`config.mk`:
```
export PLATFORM = sky130hd
export DESIGN_NAME = text_token_run_splitter_top_flat
export DESIGN_NICKNAME = d
export VERILOG_FILES = /design/src/hdl/tts_pkg.sv /design/src/hdl/tts_if.sv /design/src/hdl/text_token_run_splitter_top.sv /design/src/hdl/tts_classify.sv /design/src/hdl/tts_run_track.sv /design/src/hdl/tts_out_queue.sv /design/src/flat_wrapper.sv
export SDC_FILE = /design/constraint.sdc
export NUM_CORES = 1
export LEC_CHECK = 0
export BUFFER_PORTS_ARGS = -buffer_cell sky130_fd_sc_hd__buf_2
export CAP_MARGIN = 0
export CORE_MARGIN = 2
export CORE_UTILIZATION = 61
export DETAILED_ROUTE_END_ITERATION = 6
export GPL_ROUTABILITY_DRIVEN = 0
export PLACE_DENSITY = 0.77
export SLEW_MARGIN = 10
export SYNTH_ARGS = -nofsm -noshare
export SYNTH_HDL_FRONTEND = slang
export SYNTH_SLANG_ARGS = --single-unit
export TNS_END_PERCENT = 100
```
`constraint.sdc`:
```
create_clock -name clk_i -period 3.1 [get_ports clk_i]
set_input_delay 0.31 -clock clk_i [delete_from_list [all_inputs] [get_ports clk_i]]
set_output_delay 0.31 -clock clk_i [all_outputs]
set_load 0.05 [all_outputs]
```
`src/hdl/tts_pkg.sv`:
```
// ----------------------------------------------------------------------------
// tts_pkg
// Shared types and constants of the text token run splitter.
// ----------------------------------------------------------------------------
package tts_pkg;

  typedef enum logic [1:0] {
    ClsSpace = 2'd0,
    ClsAlpha = 2'd1,
    ClsDigit = 2'd2,
    ClsOther = 2'd3
  } run_class_e;

  // Longest text the offset counter is sized for; offsets saturate below it.
  localparam int unsigned MaxTextBytes = 65536;
  localparam logic [15:0] OffsetCap =
    ((MaxTextBytes - 1) < 65535) ? 16'(MaxTextBytes - 1) : 16'hFFFF;

  // Result queue: two pushes per cycle at most, one pop.
  localparam int unsigned QueueDepth = 4;
  localparam int unsigned QPtrW      = $clog2(QueueDepth);
  localparam int unsigned QCntW      = $clog2(QueueDepth + 1);

  typedef struct packed {
    logic [7:0] data;    // byte after lower-casing
    run_class_e cls;
    logic       lead;    // other-class lead byte, opens a new token
    logic [1:0] extra;   // continuation bytes following a lead
  } byte_info_t;

  typedef struct packed {
    logic [7:0]  data;
    logic [15:0] offset;
    run_class_e  cls;
    logic        first;
    logic        last;
    logic        done;
  } result_t;

  typedef struct packed {
    logic [1:0] count;   // 0, 1 or 2 results this cycle
    result_t    r0;
    result_t    r1;
  } push_t;

endpackage

```
`src/hdl/tts_if.sv`:
```
// ----------------------------------------------------------------------------
// tts_if
// Valid/ready channels for text bytes in and classified bytes out.
// ----------------------------------------------------------------------------
interface tts_in_if;
  logic       valid;
  logic       ready;
  logic [7:0] text_byte;
  logic       end_of_text;

  modport source (output valid, output text_byte, output end_of_text, input ready);
  modport sink   (input valid, input text_byte, input end_of_text, output ready);
endinterface

interface tts_out_if;
  logic        valid;
  logic        ready;
  logic [7:0]  out_byte;
  logic [15:0] byte_offset;
  logic [1:0]  run_class;
  logic        run_first;
  logic        run_last;
  logic        text_done;

  modport source (output valid, output out_byte, output byte_offset, output run_class,
                  output run_first, output run_last, output text_done, input ready);
  modport sink   (input valid, input out_byte, input byte_offset, input run_class,
                  input run_first, input run_last, input text_done, output ready);
endinterface

```
`src/hdl/text_token_run_splitter_top.sv`:
```
// ----------------------------------------------------------------------------
// text_token_run_splitter_top
// Character-class run tokenizer: one text byte in, classified bytes out.
// ----------------------------------------------------------------------------
// Takes one text byte per cycle while the result queue has room and reports
// each byte one item late, once the next byte shows whether the run goes on:
// class (space, letter, digit, other), offset in the text (saturating at the
// offset cap), run-first and run-last marks, and letters lower-cased. A byte
// flagged end_of_text flushes both the held byte, if any, and itself, so it
// yields up to two result items; every other byte yields at most one. Input
// side: one item per cycle while the queue has room; a result passes the
// input register, then the result queue. Output side: one result item per
// cycle while out_o.ready is high. A text of L bytes gives exactly L result
// items (above one byte, the first gives none and the last gives two); the
// four-entry result queue sets how far input runs ahead while output stalls.
// ----------------------------------------------------------------------------
module text_token_run_splitter_top (
  input  logic   clk_i,
  input  logic   rst_ni,
  tts_in_if.sink   in_i,
  tts_out_if.source out_o
);
  import tts_pkg::*;

  push_t   push;        // results produced this cycle
  logic    can_push;    // queue has room for a pair
  result_t out_res;
  logic    out_valid;

  // Input register plus run state; classifies and decides run boundaries.
  tts_run_track u_run_track (
    .clk_i      (clk_i),
    .rst_ni     (rst_ni),
    .in_valid_i (in_i.valid),
    .in_byte_i  (in_i.text_byte),
    .in_eot_i   (in_i.end_of_text),
    .in_ready_o (in_i.ready),
    .can_push_i (can_push),
    .push_o     (push)
  );

  // Result queue decouples the two sides and spreads the end-of-text pair.
  tts_out_queue u_out_queue (
    .clk_i       (clk_i),
    .rst_ni      (rst_ni),
    .push_i      (push),
    .can_push_o  (can_push),
    .out_valid_o (out_valid),
    .out_ready_i (out_o.ready),
    .out_res_o   (out_res)
  );

  assign out_o.valid       = out_valid;
  assign out_o.out_byte    = out_res.data;
  assign out_o.byte_offset = out_res.offset;
  assign out_o.run_class   = out_res.cls;
  assign out_o.run_first   = out_res.first;
  assign out_o.run_last    = out_res.last;
  assign out_o.text_done   = out_res.done;

endmodule

```
`src/hdl/tts_classify.sv`:
```
// ----------------------------------------------------------------------------
// tts_classify
// Byte classifier: character class, UTF-8 lead length, lower-casing.
// ----------------------------------------------------------------------------
module tts_classify (
  input  logic [7:0]          data_i,
  input  logic                cont_active_i,  // byte is a continuation of a token
  output tts_pkg::byte_info_t info_o
);
  import tts_pkg::*;

  function automatic run_class_e classify(input logic [7:0] b);
    run_class_e c;
    c = ClsOther;
    if (b[7]) begin
      c = ClsOther;
    end else if (b inside {[8'h30:8'h39]}) begin
      c = ClsDigit;
    end else if (b <= 8'h20 || b == 8'h7F) begin
      c = ClsSpace;
    end else if (b inside {[8'h41:8'h5A], [8'h61:8'h7A]}) begin
      c = ClsAlpha;
    end
    return c;
  endfunction

  function automatic logic [1:0] lead_extra(input logic [7:0] b);
    logic [1:0] n;
    n = 2'd0;
    if (b >= 8'hF0) begin
      n = 2'd3;
    end else if (b >= 8'hE0) begin
      n = 2'd2;
    end else if (b >= 8'hC0) begin
      n = 2'd1;
    end
    return n;
  endfunction

  run_class_e cls;

  assign cls = classify(data_i);

  always_comb begin
    info_o.data  = data_i;
    info_o.cls   = cls;
    info_o.lead  = 1'b0;
    info_o.extra = 2'd0;
    if (cont_active_i) begin
      info_o.cls = ClsOther;
    end else if (cls == ClsOther) begin
      info_o.lead  = 1'b1;
      info_o.extra = lead_extra(data_i);
    end else if (cls == ClsAlpha) begin
      info_o.data = data_i | 8'h20;   // uppercase and lowercase differ in bit 5
    end
  end

endmodule

```
`src/hdl/tts_run_track.sv`:
```
// ----------------------------------------------------------------------------
// tts_run_track
// Input register, run state and result generation, one byte per cycle while the queue has room.
// ----------------------------------------------------------------------------
module tts_run_track (
  input  logic            clk_i,
  input  logic            rst_ni,
  input  logic            in_valid_i,
  input  logic [7:0]      in_byte_i,
  input  logic            in_eot_i,
  output logic            in_ready_o,
  input  logic            can_push_i,
  output tts_pkg::push_t  push_o
);
  import tts_pkg::*;

  // input register
  logic        in_valid_q;
  logic [7:0]  in_byte_q;
  logic        in_eot_q;

  // run state
  logic        held_valid_q, held_valid_d;
  logic [7:0]  held_byte_q, held_byte_d;
  run_class_e  held_cls_q, held_cls_d;
  logic        held_first_q, held_first_d;
  logic [15:0] next_off_q, next_off_d;
  logic [1:0]  cont_q, cont_d;

  byte_info_t  info;
  logic        cont_active;
  logic        fire;
  logic        first;
  logic [16:0] off_inc;
  logic [15:0] off_new;
  result_t     res_held;
  result_t     res_new;

  assign cont_active = (cont_q != 2'd0);
  assign fire        = in_valid_q && can_push_i;
  assign in_ready_o  = !in_valid_q || can_push_i;

  tts_classify u_classify (
    .data_i        (in_byte_q),
    .cont_active_i (cont_active),
    .info_o        (info)
  );

  always_comb begin
    if (cont_active) begin
      first = 1'b0;
    end else if (info.lead) begin
      first = 1'b1;
    end else begin
      first = !(held_valid_q && held_cls_q == info.cls);
    end
  end

  // offset of the incoming byte: one past the held byte, saturating
  assign off_inc = {1'b0, next_off_q} + 17'd1;
  always_comb begin
    if (!held_valid_q) begin
      off_new = next_off_q;
    end else if (off_inc > {1'b0, OffsetCap}) begin
      off_new = OffsetCap;
    end else begin
      off_new = off_inc[15:0];
    end
  end

  always_comb begin
    res_held.data   = held_byte_q;
    res_held.offset = next_off_q;
    res_held.cls    = held_cls_q;
    res_held.first  = held_first_q;
    res_held.last   = first;
    res_held.done   = 1'b0;

    res_new.data    = info.data;
    res_new.offset  = off_new;
    res_new.cls     = info.cls;
    res_new.first   = first;
    res_new.last    = 1'b1;
    res_new.done    = 1'b1;

    push_o.r0 = held_valid_q ? res_held : res_new;
    push_o.r1 = res_new;
    if (fire) begin
      push_o.count = {1'b0, held_valid_q} + {1'b0, in_eot_q};
    end else begin
      push_o.count = 2'd0;
    end
  end

  always_comb begin
    held_valid_d = held_valid_q;
    held_byte_d  = held_byte_q;
    held_cls_d   = held_cls_q;
    held_first_d = held_first_q;
    next_off_d   = next_off_q;
    cont_d       = cont_q;
    if (fire) begin
      if (in_eot_q) begin
        // text ends: back to reset, a cut-off token drops its count
        held_valid_d = 1'b0;
        held_cls_d   = ClsSpace;
        held_first_d = 1'b0;
        next_off_d   = '0;
        cont_d       = 2'd0;
      end else begin
        held_valid_d = 1'b1;
        held_byte_d  = info.data;
        held_cls_d   = info.cls;
        held_first_d = first;
        next_off_d   = off_new;
        if (cont_active) begin
          cont_d = cont_q - 2'd1;
        end else begin
          cont_d = info.extra;
        end
      end
    end
  end

  always_ff @(posedge clk_i or negedge rst_ni) begin
    if (!rst_ni) begin
      in_valid_q   <= 1'b0;
      held_valid_q <= 1'b0;
      held_cls_q   <= ClsSpace;
      held_first_q <= 1'b0;
      next_off_q   <= '0;
      cont_q       <= 2'd0;
    end else begin
      if (in_valid_i && in_ready_o) begin
        in_valid_q <= 1'b1;
      end else if (fire) begin
        in_valid_q <= 1'b0;
      end
      held_valid_q <= held_valid_d;
      held_cls_q   <= held_cls_d;
      held_first_q <= held_first_d;
      next_off_q   <= next_off_d;
      cont_q       <= cont_d;
    end
  end

  always_ff @(posedge clk_i) begin
    if (in_valid_i && in_ready_o) begin
      in_byte_q <= in_byte_i;
      in_eot_q  <= in_eot_i;
    end
    held_byte_q <= held_byte_d;
  end

endmodule

```
`src/hdl/tts_out_queue.sv`:
```
// ----------------------------------------------------------------------------
// tts_out_queue
// Small result queue: up to two writes per cycle, one read from the entry registers.
// ----------------------------------------------------------------------------
module tts_out_queue (
  input  logic             clk_i,
  input  logic             rst_ni,
  input  tts_pkg::push_t   push_i,
  output logic             can_push_o,
  output logic             out_valid_o,
  input  logic             out_ready_i,
  output tts_pkg::result_t out_res_o
);
  import tts_pkg::*;

  result_t            entry_q [QueueDepth];
  logic [QPtrW-1:0]   wr_ptr_q;
  logic [QPtrW-1:0]   rd_ptr_q;
  logic [QCntW-1:0]   count_q;
  logic [QPtrW-1:0]   wr_ptr_nx;
  logic               pop;

  assign out_valid_o = (count_q != '0);
  assign out_res_o   = entry_q[rd_ptr_q];
  assign pop         = out_valid_o && out_ready_i;
  // room for a full pair of results, judged before this cycle's pop
  assign can_push_o  = (count_q <= QCntW'(QueueDepth - 2));
  assign wr_ptr_nx   = QPtrW'(wr_ptr_q + 1'b1);

  always_ff @(posedge clk_i) begin
    if (push_i.count != 2'd0) begin
      entry_q[wr_ptr_q] <= push_i.r0;
    end
    if (push_i.count == 2'd2) begin
      entry_q[wr_ptr_nx] <= push_i.r1;
    end
  end

  always_ff @(posedge clk_i or negedge rst_ni) begin
    if (!rst_ni) begin
      wr_ptr_q <= '0;
      rd_ptr_q <= '0;
      count_q  <= '0;
    end else begin
      wr_ptr_q <= QPtrW'(wr_ptr_q + QPtrW'(push_i.count));
      if (pop) begin
        rd_ptr_q <= QPtrW'(rd_ptr_q + 1'b1);
      end
      count_q <= QCntW'(count_q + QCntW'(push_i.count) - QCntW'(pop));
    end
  end

endmodule

```
`src/flat_wrapper.sv`:
```
// flat-port wrapper written by rule: the top's interface ports become plain ports
module text_token_run_splitter_top_flat import tts_pkg::*;
  (clk_i, rst_ni, in_i_valid, in_i_text_byte, in_i_end_of_text, in_i_ready, out_o_valid, out_o_out_byte, out_o_byte_offset, out_o_run_class, out_o_run_first, out_o_run_last, out_o_text_done, out_o_ready);
  tts_in_if in_i_i ();
  tts_out_if out_o_i ();
  input  logic clk_i;
  input  logic rst_ni;
  input wire logic [$bits(in_i_i.valid)-1:0] in_i_valid;
  input wire logic [$bits(in_i_i.text_byte)-1:0] in_i_text_byte;
  input wire logic [$bits(in_i_i.end_of_text)-1:0] in_i_end_of_text;
  output wire logic [$bits(in_i_i.ready)-1:0] in_i_ready;
  output wire logic [$bits(out_o_i.valid)-1:0] out_o_valid;
  output wire logic [$bits(out_o_i.out_byte)-1:0] out_o_out_byte;
  output wire logic [$bits(out_o_i.byte_offset)-1:0] out_o_byte_offset;
  output wire logic [$bits(out_o_i.run_class)-1:0] out_o_run_class;
  output wire logic [$bits(out_o_i.run_first)-1:0] out_o_run_first;
  output wire logic [$bits(out_o_i.run_last)-1:0] out_o_run_last;
  output wire logic [$bits(out_o_i.text_done)-1:0] out_o_text_done;
  input wire logic [$bits(out_o_i.ready)-1:0] out_o_ready;
  assign in_i_i.valid = in_i_valid;
  assign in_i_i.text_byte = in_i_text_byte;
  assign in_i_i.end_of_text = in_i_end_of_text;
  assign in_i_ready = in_i_i.ready;
  assign out_o_valid = out_o_i.valid;
  assign out_o_out_byte = out_o_i.out_byte;
  assign out_o_byte_offset = out_o_i.byte_offset;
  assign out_o_run_class = out_o_i.run_class;
  assign out_o_run_first = out_o_i.run_first;
  assign out_o_run_last = out_o_i.run_last;
  assign out_o_text_done = out_o_i.text_done;
  assign out_o_i.ready = out_o_ready;
  text_token_run_splitter_top u_core (.clk_i(clk_i), .rst_ni(rst_ni), .in_i(in_i_i), .out_o(out_o_i));
endmodule
```
Word-level counts from Yosys, hierarchy flattened --
Memories as Yosys holds them, arrays and structs flattened. Cells that the tools add are included. W data, S select, Z words.
Operators by class: add/sub/neg operators 8, order comparisons 12, equal/unequal tests 5, multiplexer cells 31, bitwise gates (word level) 1, reductions and logical operators 17
Operators with widths (count):
- $mux W16 | 3
- $mux W29 | 1
- $ge A8 B8 Y1 const B | 3
- $mux W2 | 11
- $mux W6 | 3
- $add A16 B1 Y17 const B | 1
- $gt A17 B16 Y1 const B | 1
- $ge A8 B7 Y1 const B | 2
- $le A8 B6 Y1 const B | 2
- $le A8 B7 Y1 const B | 2
- $mux W1 | 11
- $eq A8 B7 Y1 const B | 1
- $ge A8 B6 Y1 const B | 1
- $reduce_bool A2 Y1 | 4
- $logic_and A1 B1 Y1 | 7
- $mux W3 | 2
- $add A2 B1 Y2 const B | 2
- $eq A2 B2 Y1 const B | 2
- $add A3 B2 Y3 | 1
- $le A3 B2 Y1 const B | 1
- $reduce_bool A3 Y1 | 1
- $sub A3 B1 Y3 | 1
- $add A1 B1 Y2 | 1
- $add A2 B2 Y2 | 1
- other kinds (7) | 9
Storage, ports and cells: register bits 47, memory bits (writable) 116, input bits 13, word-level logic and storage cells 87, memories 1
Memory list:
- u_core.u_out_queue.entry_q | depth 4, bits a word 29, read ports 1, clocked after memory_dff 0, write ports 2, line tts_out_queue.sv:16 | result_t entry_q [QueueDepth];

Longest topological paths before layout --
Gate-level depths: netlist of run 1.
word-level depth 14, depth in mapped cells 9, mapped depth without buffers 9

Hierarchy --
Synthesis of run 1 repeated with hierarchy kept, for this count alone.
Unflattened totals: cells, all modules 601, area total of the unflattened synthesis 8735.9 um^2
By module, submodules not included:
- tts_out_queue | instances 1, cells an instance 320, area an instance 6050.8 um^2
- tts_run_track | instances 1, cells an instance 239, area an instance 2407.3 um^2
- tts_classify | instances 1, cells an instance 42, area an instance 277.8 um^2

Worst setup path before layout of run 1 --
No wires, ideal clock.
kind register -> register, start register u_core.u_run_track.in_eot_q, end memory u_core.u_out_queue.entry_q[0][10] in the netlist's numbering (enable), setup time 0.386 ns, arrival 2.197 ns, data required time 2.714 ns, path slack 0.517 ns, stages on the path, launching flop included 7, buffers on the path 1, period minus slack after synthesis 2.583 ns, cell sequence edfxtp_1 -> ha_1 -> nor2b_1 -> nand2_1 -> or2_2 -> clkbuf_1 -> nand2_1
RTL lines:
- from (decl) | line tts_run_track.sv:20 | logic in_eot_q;
- from (signal assigned) | line tts_run_track.sv:150 | in_eot_q <= in_eot_i;
- to (decl) | line tts_out_queue.sv:16

==> metrics.txt, run 1 <==
CTS Buffer Depth=2; placed inst area=8520 µm²; Synth Instances=688; Congestion Overflow GR=0; Least-Margin Pin Slew=924 ps; most common cell in the netlist=edfxtp_1; die area=14,300 µm²; Max Slew Vio Count=0; Skew-Pair Late Insertion Delay=430 ps; top cells by count, synth=125 x edfxtp_1, 96 x nand2_1, 53 x o21ai_0, 45 x clkbuf_1, 44 x a22o_1; Critical Path Fanout Max=10; Final Hold Viols=0; CP endpoint kind=flip-flop; flops & latches, synth=163; CTS tree=done; Slew HR=38.0%; Die Y-Extent=120 µm; Syn Std Cell Area=8160 µm²; Synth Area in Simple Gates=12.3%; nets=734; Pwr per Cell Area=997 nW/µm²; ys async rst share=18.4%; Final setup viols=0; register area share after synthesis=57.2%; Setup Crit Path Kind=reg -> reg; Starting Density=62.1%; share of synthesized area spent on multiplexers=8.50%; Residual DRC=0; RSZ-0062 raised after global routing=false; Final Cycle Share=90.9%; DRT antenna net count=0; die extent in x=120 µm; fmax=355 MHz; placed insts=869; Final Cell Area=9070 µm²; number of global-route vias before repair=5,763; Detail Placement HPWL=12,700 µm; Synth area leaders=edfxtp_1 46%, dfrtp_1 9.2%, mux4_2 8.0%, a22o_1 4.7%, nand2_1 4.4%; post-CTS setup buffers=0; hold crit path type=in -> reg; Post-Synth XOR/XNOR Area=0.751%; Synth area leader=edfxtp_1; post-route insts no fill=902; post-CTS resize count=0; largest net degree at the start of global routing=36; Clock transition at path regs=60 ps; Layout area overhead=11.1%; drt pass-1 iters=5; Via Count=6,041; post-synth top area share=46.0%; diodes inserted=0; First DRT Iteration DRCs=821; mean post-synth cell area=11.9 µm²; All-Layer GR Usage=28.4%; Synthesized Nets=709; Max H-tree Level=4; row count=42; adder-cell share of the synthesized area=1.32%; Worst Path Arrival=3110 ps; status=finished clean; crit path time final=2820 ps; first-pass GRT wire length=30,700 µm; drt via density=6.70; Synth Flop Type=edfxtp_1; max-cap violations=0; largest family of logic cells by synthesized area=compound AO/OA/AOI/OAI gates; Startpoint Class=flip-flop; clk root buf=clkbuf_16; Port-buffer cells=43; number of enable flip-flop cells after synthesis=125; # IOs=44; share of layout cells above drive strength 1=20.4%; Leak=0.00325 µW; setup_tns=0 ps; Fin Clk Skew=6.23 ps; TritonCTS Buffers=17; final wirelength=19,400 µm; Worst Path Required=3400 ps; Core ar.=13,100 µm²; initial antenna violation count=0; clock sink total=163; complex-gate fraction of the synthesized area=16.6%; Synth warnings=0; peak supply drop=0.000559 V; post-synthesis cell type count=57; Avg WL per Cell=21.6 µm
-- critical path, stage by stage (launching register included) --
cell	delay (ps)
edfxtp_1	560
ha_1	420
o21ai_0	210
or2_2	480
o21ai_1	760
a22o_1	240
-- metrics by stage --
stage | hold WS (ps) | total power [µW] | worst slack (ps) | utilization (%)
after floorplan | 14.4 | 6170 | 517 | -
after global placement | 399 | 7030 | 527 | 64.9
after detailed placement | 415 | 7120 | 426 | 64.9
after CTS | 43.1 | 9030 | 399 | 69.0
after global routing | 42.0 | 9470 | 215 | 69.0
final | 52.7 | 9040 | 283 | 69.0
-- state kept, by name (all words and copies together), names as in the netlist --
name,flops
u_core.u_out_queue.wr_ptr_q,2
u_core.u_run_track.next_off_q,16
u_core.u_run_track.held_first_q,1
u_core.u_run_track.held_byte_q,8
u_core.u_run_track.in_byte_q,8
u_core.u_out_queue.count_q,3
u_core.u_run_track.in_valid_q,1
u_core.u_run_track.in_eot_q,1
u_core.u_run_track.held_valid_q,1
u_core.u_out_queue.entry_q,116
u_core.u_run_track.cont_q,2
u_core.u_out_queue.rd_ptr_q,2
u_core.u_run_track.held_cls_q,2
-- cell usage in the layout, fill, tap and decap left out, types with 17 or more instances in the layout --
| cell type | count |
|---|---|
| mux4_2 | 29 |
| nand2_1 | 96 |
| buf_2 | 43 |
| o21ai_1 | 21 |
| dfrtp_1 | 29 |
| edfxtp_1 | 125 |
| clkbuf_16 | 17 |
| nor2_1 | 28 |
| a21oi_1 | 28 |
| o21ai_0 | 53 |
| a22o_1 | 44 |
| buf_4 | 19 |
-- power by group --
group / internal (µW) / switching (µW)
clock network: 1060 / 841
logic: 1200 / 2570
registers: 2910 / 451
-- cell families (layout without fill, tap and decap cells) --
kind of cell | after synthesis | in the layout
adders and majority gates | 8 | 8
and+or+nand+nor | 208 | 208
AOI/OAI and AO/OA | 201 | 201
muxes | 33 | 33
DFF | 163 | 163
buffers and inverters | 68 | 106
xor gates and xnor gates | 7 | 7
-- final cells by class --
| cell class | count | area (µm²) |
|---|---|---|
| clock buffer | 20 | 457 |
| clock inverter | 12 | 78.8 |
| fill | 933 | 4070 |
| inverter | 10 | 37.5 |
| multi-input combinational | 457 | 3220 |
| sequential | 163 | 4670 |
| tap | 176 | 220 |
| timing repair buffer | 64 | 388 |
-- worst paths after layout --
path / startpoint / to / slack [ps] / cells after the start
worst max register to register: u_core.u_run_track.in_eot_q / u_core.u_out_queue.entry_q[3][25] / 280 / 5
worst min-delay path: in_i_text_byte[4] / u_core.u_run_track.in_byte_q[4] / 50 / 1
min in group asynchronous: rst_ni / u_core.u_run_track.next_off_q[8] / 480 / 2
worst min register to register: u_core.u_run_track.held_first_q / u_core.u_run_track.held_first_q / 490 / 2
max in group asynchronous: rst_ni / u_core.u_out_queue.rd_ptr_q[0] / 2120 / 2
worst max-delay path: u_core.u_run_track.in_eot_q / u_core.u_out_queue.entry_q[3][25] / 280 / 5
-- what timing repair did --
action / 4_1_cts / 5_1_grt
hold buffers: 1 / 0
setup endpoints to repair: 0 / 0
endpoints found under the hold margin: 30 / 0
-- per-layer routing --
layer	global-route usage [%]	share of wire, %
met1	40.1	40
met2	43.4	47
met3	6.56	10
met4	11.0	2.3
met5	0	0
No activity file was read; power rests on OpenSTA's default activity.
==> run 2: changes to the inputs <==
--- a/config.mk
+++ b/config.mk
@@ -7,6 +7,7 @@
 export LEC_CHECK = 0
 export BUFFER_PORTS_ARGS = -buffer_cell sky130_fd_sc_hd__buf_2
 export CAP_MARGIN = 0
+export CORE_ASPECT_RATIO = 1.25
 export CORE_MARGIN = 2
 export CORE_UTILIZATION = 61
 export DETAILED_ROUTE_END_ITERATION = 6
==> run 2 against run 1 <==
Effect of this change:
- core utilization up 0.24 points
- critical path depth up 1
- count of clock-buffer cells in the layout down 3
- critical path type unchanged
==> metrics.txt, run 2 (same netlist as run 1, synthesis figures left out) <==
Via Count=6,130 (was 6,041); fmax=384 MHz (was 355 MHz); commonest non-fill, non-tap cells in the layout=125 x edfxtp_1, 96 x nand2_1, 53 x o21ai_0 (unchanged); Layout area overhead=11.8% (was 11.1%); row count=47 (was 42); Slew HR=34.7% (was 38.0%); Residual DRC=0 (unchanged); Least-Margin Pin Slew=975 ps (was 924 ps); initial antenna violation count=0 (unchanged); Final Hold Viols=0 (unchanged); Final setup viols=0 (unchanged); Startpoint Class=flip-flop (unchanged); worst r2r path cells=6 (was 5); Reg2Reg Setup Slack=500 ps (was 280 ps); Critical R2R Launch=u_core.u_out_queue.count_q[1] (was u_core.u_run_track.in_eot_q); peak supply drop=0.00118 V (was 0.000559 V); RSZ-0062 raised after global routing=false (unchanged); CP endpoint kind=flip-flop (unchanged); clock sink total=163 (unchanged); met1 usage=39.9% (was 40.1%); most used cell along the critical path=nand2_1; Worst Path Required=3280 ps (was 3400 ps); met3 usage=5.97% (was 6.56%); Congestion Overflow GR=0 (unchanged); Worst Path Arrival=2790 ps (was 3110 ps); diodes inserted=0 (unchanged); Pwr per Cell Area=1010 nW/µm² (was 997 nW/µm²); Avg WL per Cell=22.7 µm (was 21.6 µm); DRT antenna net count=0 (unchanged); Max H-tree Level=4 (unchanged); Core ar.=13,200 µm² (was 13,100 µm²); final worst-path setup slack=497 ps (was 283 ps); slowest stage delay, CP=880 ps (was 760 ps); Hold Buf Count CTS=1 (unchanged); crit path max-delay cell type=or4_1 (was o21ai_1); largest net degree at the start of global routing=36 (unchanged); nets=733 (was 734); CTS tree=done (unchanged); First DRT Iteration DRCs=792 (was 821); die extent in x=107 µm (was 120 µm); most common cell after layout, fill and taps aside=edfxtp_1 (unchanged); Final Cycle Share=84.0% (was 90.9%); CP Cell Sequence=a21oi_1 > nand2_1 > or4_1 > o21ai_0 > nand2_1 > o311ai_0 (was ha_1 > o21ai_0 > or2_2 > o21ai_1 > a22o_1); drt pass-1 iters=6 (was 5); Starting Density=61.9% (was 62.1%); number of global-route vias before repair=6,107 (was 5,763); Port-buffer cells=43 (unchanged); die area=14,300 µm² (about the same); Die Y-Extent=133 µm (was 120 µm); Max Slew Vio Count=0 (unchanged); hold crit path type=in -> reg (unchanged); final wirelength=20,300 µm (was 19,400 µm); biggest regs=u_core.u_out_queue.entry_q x116, u_core.u_run_track.next_off_q x16 (unchanged); first-pass GRT wire length=32,600 µm (was 30,700 µm); setup_tns=0 ps (unchanged); max reg flops=116 (unchanged); Skew-Pair Late Insertion Delay=440 ps (was 430 ps); drt via density=6.84 (was 6.70); clk root buf=clkbuf_16 (unchanged); Setup Crit Path Kind=reg -> reg (unchanged); crit path time final=2600 ps (was 2820 ps); Leak=0.00326 µW (was 0.00325 µW); r2r endpoint=u_core.u_out_queue.entry_q[1][13] (was u_core.u_out_queue.entry_q[3][25]); worst setup path endpoint=u_core.u_out_queue.entry_q[1][13] (was u_core.u_out_queue.entry_q[3][25]); Critical Path Fanout Max=17 (was 10); post-CTS setup buffers=0 (unchanged); status=finished clean (unchanged); global routing's busiest layer=met2 (unchanged); # IOs=44 (unchanged); max-cap violations=0 (unchanged); GR Util met2=48.8% (was 43.4%); Crit. Startpoint=u_core.u_out_queue.count_q[1] (was u_core.u_run_track.in_eot_q); Clock transition at path regs=70 ps (was 60 ps); All-Layer GR Usage=30.0% (was 28.4%); CTS Buffer Depth=2 (unchanged); dpl ws=555 ps (was 426 ps); Largest Register=u_core.u_out_queue.entry_q (unchanged); Detail Placement HPWL=13,000 µm (was 12,700 µm); share of layout cells above drive strength 1=20.4% (about the same); Final Util=69.3% (was 69.0%); Final Cell Area=9120 µm² (was 9070 µm²); Fin Clk Skew=9.73 ps (was 6.23 ps); TritonCTS Buffers=17 (unchanged); post-CTS resize count=0 (unchanged); placed inst area=8520 µm² (about the same)
==> run 2: through the flow <==
step / instances / total power, µW / hold WS (ps)
after floorplan: 688 / 6170 / 14.4
after global placement: 863 / 7010 / 405
after detailed placement: 863 / 7160 / 418
after CTS: 896 / 9200 / 45.3
after global routing: 896 / 9620 / 33.9
final: 896 / 9230 / 40.5
==> run 2: power breakdown <==
group          total [µW]  internal, µW  switching [µW]
Sequential           3340          2910             428
Clock                2070          1080             993
Combinational        3820          1210            2610
Total                9230          5190            4040
==> run 2: area by class of cell <==
| type | instances | area (µm²) |
|---|---|---|
| flip-flops and latches | 163 | 4670 |
| fillers | 929 | 4050 |
| multi-input cells | 457 | 3220 |
| clock buffers | 17 | 425 |
| repair buffers | 63 | 393 |
| well taps | 171 | 214 |
| clock inverters | 15 | 168 |
| inverters | 10 | 37.5 |
==> run 2: worst max-delay path, delay by kind of cell, from the launching register on <==
| kind | cells | cell delay, ps |
|---|---|---|
| AOI/OAI and AO/OA | 3 | 760 |
| and+or+nand+nor | 3 | 1190 |
| DFF | 1 | 390 |
==> run 2: how the worst min path moves through the flow <==
stage / start / end / slack, ps / depth (start not counted)
finish: in_i_text_byte[7] / u_core.u_run_track.in_byte_q[7] / 40 / 1
global route: in_i_text_byte[5] / u_core.u_run_track.in_byte_q[5] / 30 / 1
CTS: in_i_text_byte[5] / u_core.u_run_track.in_byte_q[5] / 50 / 1
detailed placement: rst_ni / u_core.u_run_track.cont_q[1] / 420 / 1
global placement: rst_ni / u_core.u_run_track.cont_q[0] / 410 / 1
floorplan: rst_ni / u_core.u_out_queue.count_q[0] / 10 / 0
==> run 2: per-layer routing <==
layer,routed length (µm),part of all wire [%]
met4,546,2.7
met5,0,0
met3,2050,10
met1,7840,39
met2,9870,49
==> run 3: changes to the inputs <==
--- a/config.mk
+++ b/config.mk
@@ -5,6 +5,7 @@
 export SDC_FILE = /design/constraint.sdc
 export NUM_CORES = 1
 export LEC_CHECK = 0
+export ABC_AREA = 1
 export BUFFER_PORTS_ARGS = -buffer_cell sky130_fd_sc_hd__buf_2
 export CAP_MARGIN = 0
 export CORE_ASPECT_RATIO = 1.25
@@ -12,7 +13,7 @@
 export CORE_UTILIZATION = 61
 export DETAILED_ROUTE_END_ITERATION = 6
 export GPL_ROUTABILITY_DRIVEN = 0
-export PLACE_DENSITY = 0.77
+export PLACE_DENSITY = 0.76
 export SLEW_MARGIN = 10
 export SYNTH_ARGS = -nofsm -noshare
 export SYNTH_HDL_FRONTEND = slang
==> constraint.sdc (replaced) <==
create_clock -name clk_i -period 2.5 [get_ports clk_i]
set_input_delay 0.25 -clock clk_i [delete_from_list [all_inputs] [get_ports clk_i]]
set_output_delay 0.25 -clock clk_i [all_outputs]
set_load 0.05 [all_outputs]
==> run 3 against run 2 <==
Effect of this change:
- design area up 9.5%
- largest power group unchanged
- sequential power increased by 25%
- highest routed layer unchanged
- synthesized cell count grew 39%
- total power grew 49%
- largest cell class unchanged
- routed wire length is 15% higher
- first-iteration DRC count is 5.4% lower
- cell count is 34% higher
==> metrics.txt, run 3 <==
status=finished clean (unchanged); number of global-route vias before repair=7,173 (was 6,107); register area share after synthesis=53.5% (was 57.2%); max reg flops=116 (unchanged); post-synth top area share=43.1% (was 46.0%); drt via density=6.20 (was 6.84); RSZ-0062 raised after global routing=false (unchanged); initial antenna violation count=0 (unchanged); share of layout cells above drive strength 1=17.2% (was 20.4%); Residual DRC=0 (unchanged); Final Cell Area=9990 µm² (was 9120 µm²); Worst Path Arrival=2100 ps (was 2790 ps); Synth warnings=0 (unchanged); hold crit path type=in -> reg (unchanged); Least-Margin Pin Slew=777 ps (was 975 ps); die area=15,300 µm² (was 14,300 µm²); first-pass GRT wire length=37,400 µm (was 32,600 µm); Leak=0.00414 µW (was 0.00326 µW); Final Cycle Share=94.2%; switching portion of total power=47.4% (was 43.7%); Worst Path Required=2250 ps (was 3280 ps); peak supply drop=0.00108 V (was 0.00118 V); Max H-tree Level=4 (unchanged); Detail Placement HPWL=14,700 µm (was 13,000 µm); most common cell after layout, fill and taps aside=nand2_1 (was edfxtp_1); Fin Clk Skew=6.08 ps (was 9.73 ps); Layout area overhead=14.7% (was 11.8%); Cell Int Power=7240 µW (was 5190 µW); top cells by count, synth=227 x nand2_1, 125 x edfxtp_1, 94 x nor2_1, 90 x nand3_1, 88 x o22ai_1 (was 125 x edfxtp_1, 96 x nand2_1, 53 x o21ai_0, 45 x clkbuf_1, 44 x a22o_1); post-synthesis cell type count=39 (was 57); Synth area leader=edfxtp_1 (unchanged); Setup Crit Path Kind=reg -> out (was reg -> reg); final wirelength=23,300 µm (was 20,300 µm); Final setup viols=0 (unchanged); Core ar.=13,900 µm² (was 13,200 µm²); Startpoint Class=flip-flop (unchanged); largest net degree at the start of global routing=61 (was 36); die extent in x=111 µm (was 107 µm); row count=48 (was 47); Syn Std Cell Area=8710 µm² (was 8160 µm²); part of the power in the clock network=20.1% (was 22.4%); crit path max-delay cell type=dfrtp_1 (was or4_1); biggest regs=u_core.u_out_queue.entry_q x116, u_core.u_run_track.next_off_q x16 (unchanged); Synthesized Nets=979 (was 709); Max Slew Vio Count=0 (unchanged); Congestion Overflow GR=0 (unchanged); Skew-Pair Late Insertion Delay=440 ps (about the same); Slew HR=48.2% (was 34.7%); Critical Path Fanout Max=46 (was 17); Synth Instances=958 (was 688); Bufs and invs on worst path=3 (was 0); clk root buf=clkbuf_16 (unchanged); Flop pwr share=30.3% (was 36.2%); ys async rst share=18.4% (unchanged); clock sink total=163 (unchanged); Logic pwr share=49.6% (was 41.4%); nets=1,038 (was 733); post-CTS setup buffers=0 (unchanged); Final Total Pwr=13,800 µW (was 9230 µW); Starting Density=62.8% (was 61.9%); setup_tns=0 ps (unchanged); CTS tree=done (unchanged); Clock transition at path regs=60 ps (was 70 ps); First DRT Iteration DRCs=749 (was 792); commonest non-fill, non-tap cells in the layout=227 x nand2_1, 125 x edfxtp_1, 94 x nor2_1 (was 125 x edfxtp_1, 96 x nand2_1, 53 x o21ai_0); slowest stage delay, CP=420 ps (was 880 ps); Avg WL per Cell=19.3 µm (was 22.7 µm); max-cap violations=0 (unchanged); fmax=425 MHz; Via Count=7,477 (was 6,130); Pwr per Cell Area=1380 nW/µm² (was 1010 nW/µm²); Final Hold Viols=0 (unchanged); DRT antenna net count=0 (unchanged); flops & latches, synth=163 (unchanged); Sw Pwr=6520 µW (was 4040 µW); Reg2Reg Setup Slack=190 ps (was 500 ps); crit path time final=2350 ps; mean post-synth cell area=9.09 µm² (was 11.9 µm²); All-Layer GR Usage=31.8% (was 30.0%); Port-buffer cells=43 (unchanged); drt pass-1 iters=6 (unchanged); CTS Buffer Depth=2 (unchanged); TritonCTS Buffers=17 (unchanged); Top delay family on crit path=buffers and inverters (was simple AND/OR/NAND/NOR gates); number of enable flip-flop cells after synthesis=125 (unchanged); Synth area leaders=edfxtp_1 43%, nand2_1 9.8%, dfrtp_1 8.6%, o22ai_1 6.3%, nand3_1 5.2% (was edfxtp_1 46%, dfrtp_1 9.2%, mux4_2 8.0%, a22o_1 4.7%, nand2_1 4.4%); Largest Register=u_core.u_out_queue.entry_q (unchanged); diodes inserted=0 (unchanged); most common cell in the netlist=nand2_1 (was edfxtp_1); placed inst area=9250 µm² (was 8520 µm²); # IOs=44 (unchanged); Synth Flop Type=edfxtp_1 (unchanged); CP endpoint kind=primary output (was flip-flop); Die Y-Extent=138 µm (was 133 µm); Final Util=72.0% (was 69.3%); CP Cell Sequence=inv_1 > buf_4 > o21ai_0 > o22ai_1 > buf_2 (was a21oi_1 > nand2_1 > or4_1 > o21ai_0 > nand2_1 > o311ai_0)
[run 3: cells by family after synthesis]
logic type / synth area share (%)
DFF: 53.5
xor gates and xnor gates: 0.991
buffers and inverters: 6.39
and+or+nand+nor: 25.8
AOI/OAI and AO/OA: 12.1
adders and majority gates: 1.24
[run 3: per-layer routing]
| metal | routed length (µm) | global-route usage (%) | vias up |
|---|---|---|---|
| met1 | 9120 | 41.7 | 3503 |
| met5 | 0 | 0 | - |
| met2 | 11000 | 51.9 | 463 |
| met4 | 778 | 13.7 | 0 |
| li1 | - | - | 3432 |
| met3 | 2360 | 7.00 | 79 |
[run 3: area by class of cell]
cell class / instances / area, µm²
flip-flops and latches: 163 / 4670
fillers: 1009 / 3890
multi-input cells: 674 / 3490
repair buffers: 97 / 748
clock buffers: 20 / 437
inverters: 64 / 243
well taps: 175 / 219
clock inverters: 12 / 180
[run 3: path summary, 6_finish.rpt]
kind / from / endpoint / depth (start not counted)
worst max-delay path: u_core.u_out_queue.rd_ptr_q[0] / out_o_byte_offset[14] / 5
worst min-delay path: out_o_ready / u_core.u_out_queue.rd_ptr_q[0] / 3
worst max register to register: u_core.u_run_track.in_byte_q[6] / u_core.u_out_queue.entry_q[2][4] / 11
worst min register to register: u_core.u_out_queue.entry_q[1][0] / u_core.u_out_queue.entry_q[1][0] / 2
max in group asynchronous: rst_ni / u_core.u_run_track.next_off_q[8] / 2
min in group asynchronous: rst_ni / u_core.u_run_track.next_off_q[5] / 2
[run 3: through the flow]
step / hold slack [ps] / setup WS (ps) / instances
2_1_floorplan: -45.6 / 191 / 958
3_3_place_gp: 363 / 227 / 1162
3_5_place_dp: 362 / 193 / 1162
4_1_cts: 2.11 / 175 / 1204
5_1_grt: 295 / 6.87 / 1205
6_report: 258 / 145 / 1205
[run 3: repair_timing]
action	4_1_cts	5_1_grt
hold endpoints to repair	39	1
hold buffers	10	1
gates resized for setup	0	4
endpoints found under the setup margin	0	4
[run 3: power by group through the flow]
stage          Sequential (µW)  Combinational [µW]  Clock (µW)
3_5_place_dp              4200                6700           0
6_report                  4170                6830        2770
5_1_grt                   4240                7320        2870
4_1_cts                   4150                6760        2760
2_1_floorplan             4020                4890           0
3_3_place_gp              4170                6590           0
[run 3: worst register-to-register path, cell delays in order, from the launching register on]
cell and delay [ps]:
edfxtp_1 420, inv_1 190, nand2_1 100, nor2_1 50, nand2_1 120, nand2_1 60
a31oi_1 160, nand2_1 100, nor2_2 310, nand2_1 80, o21ai_0 270, o22ai_1 170
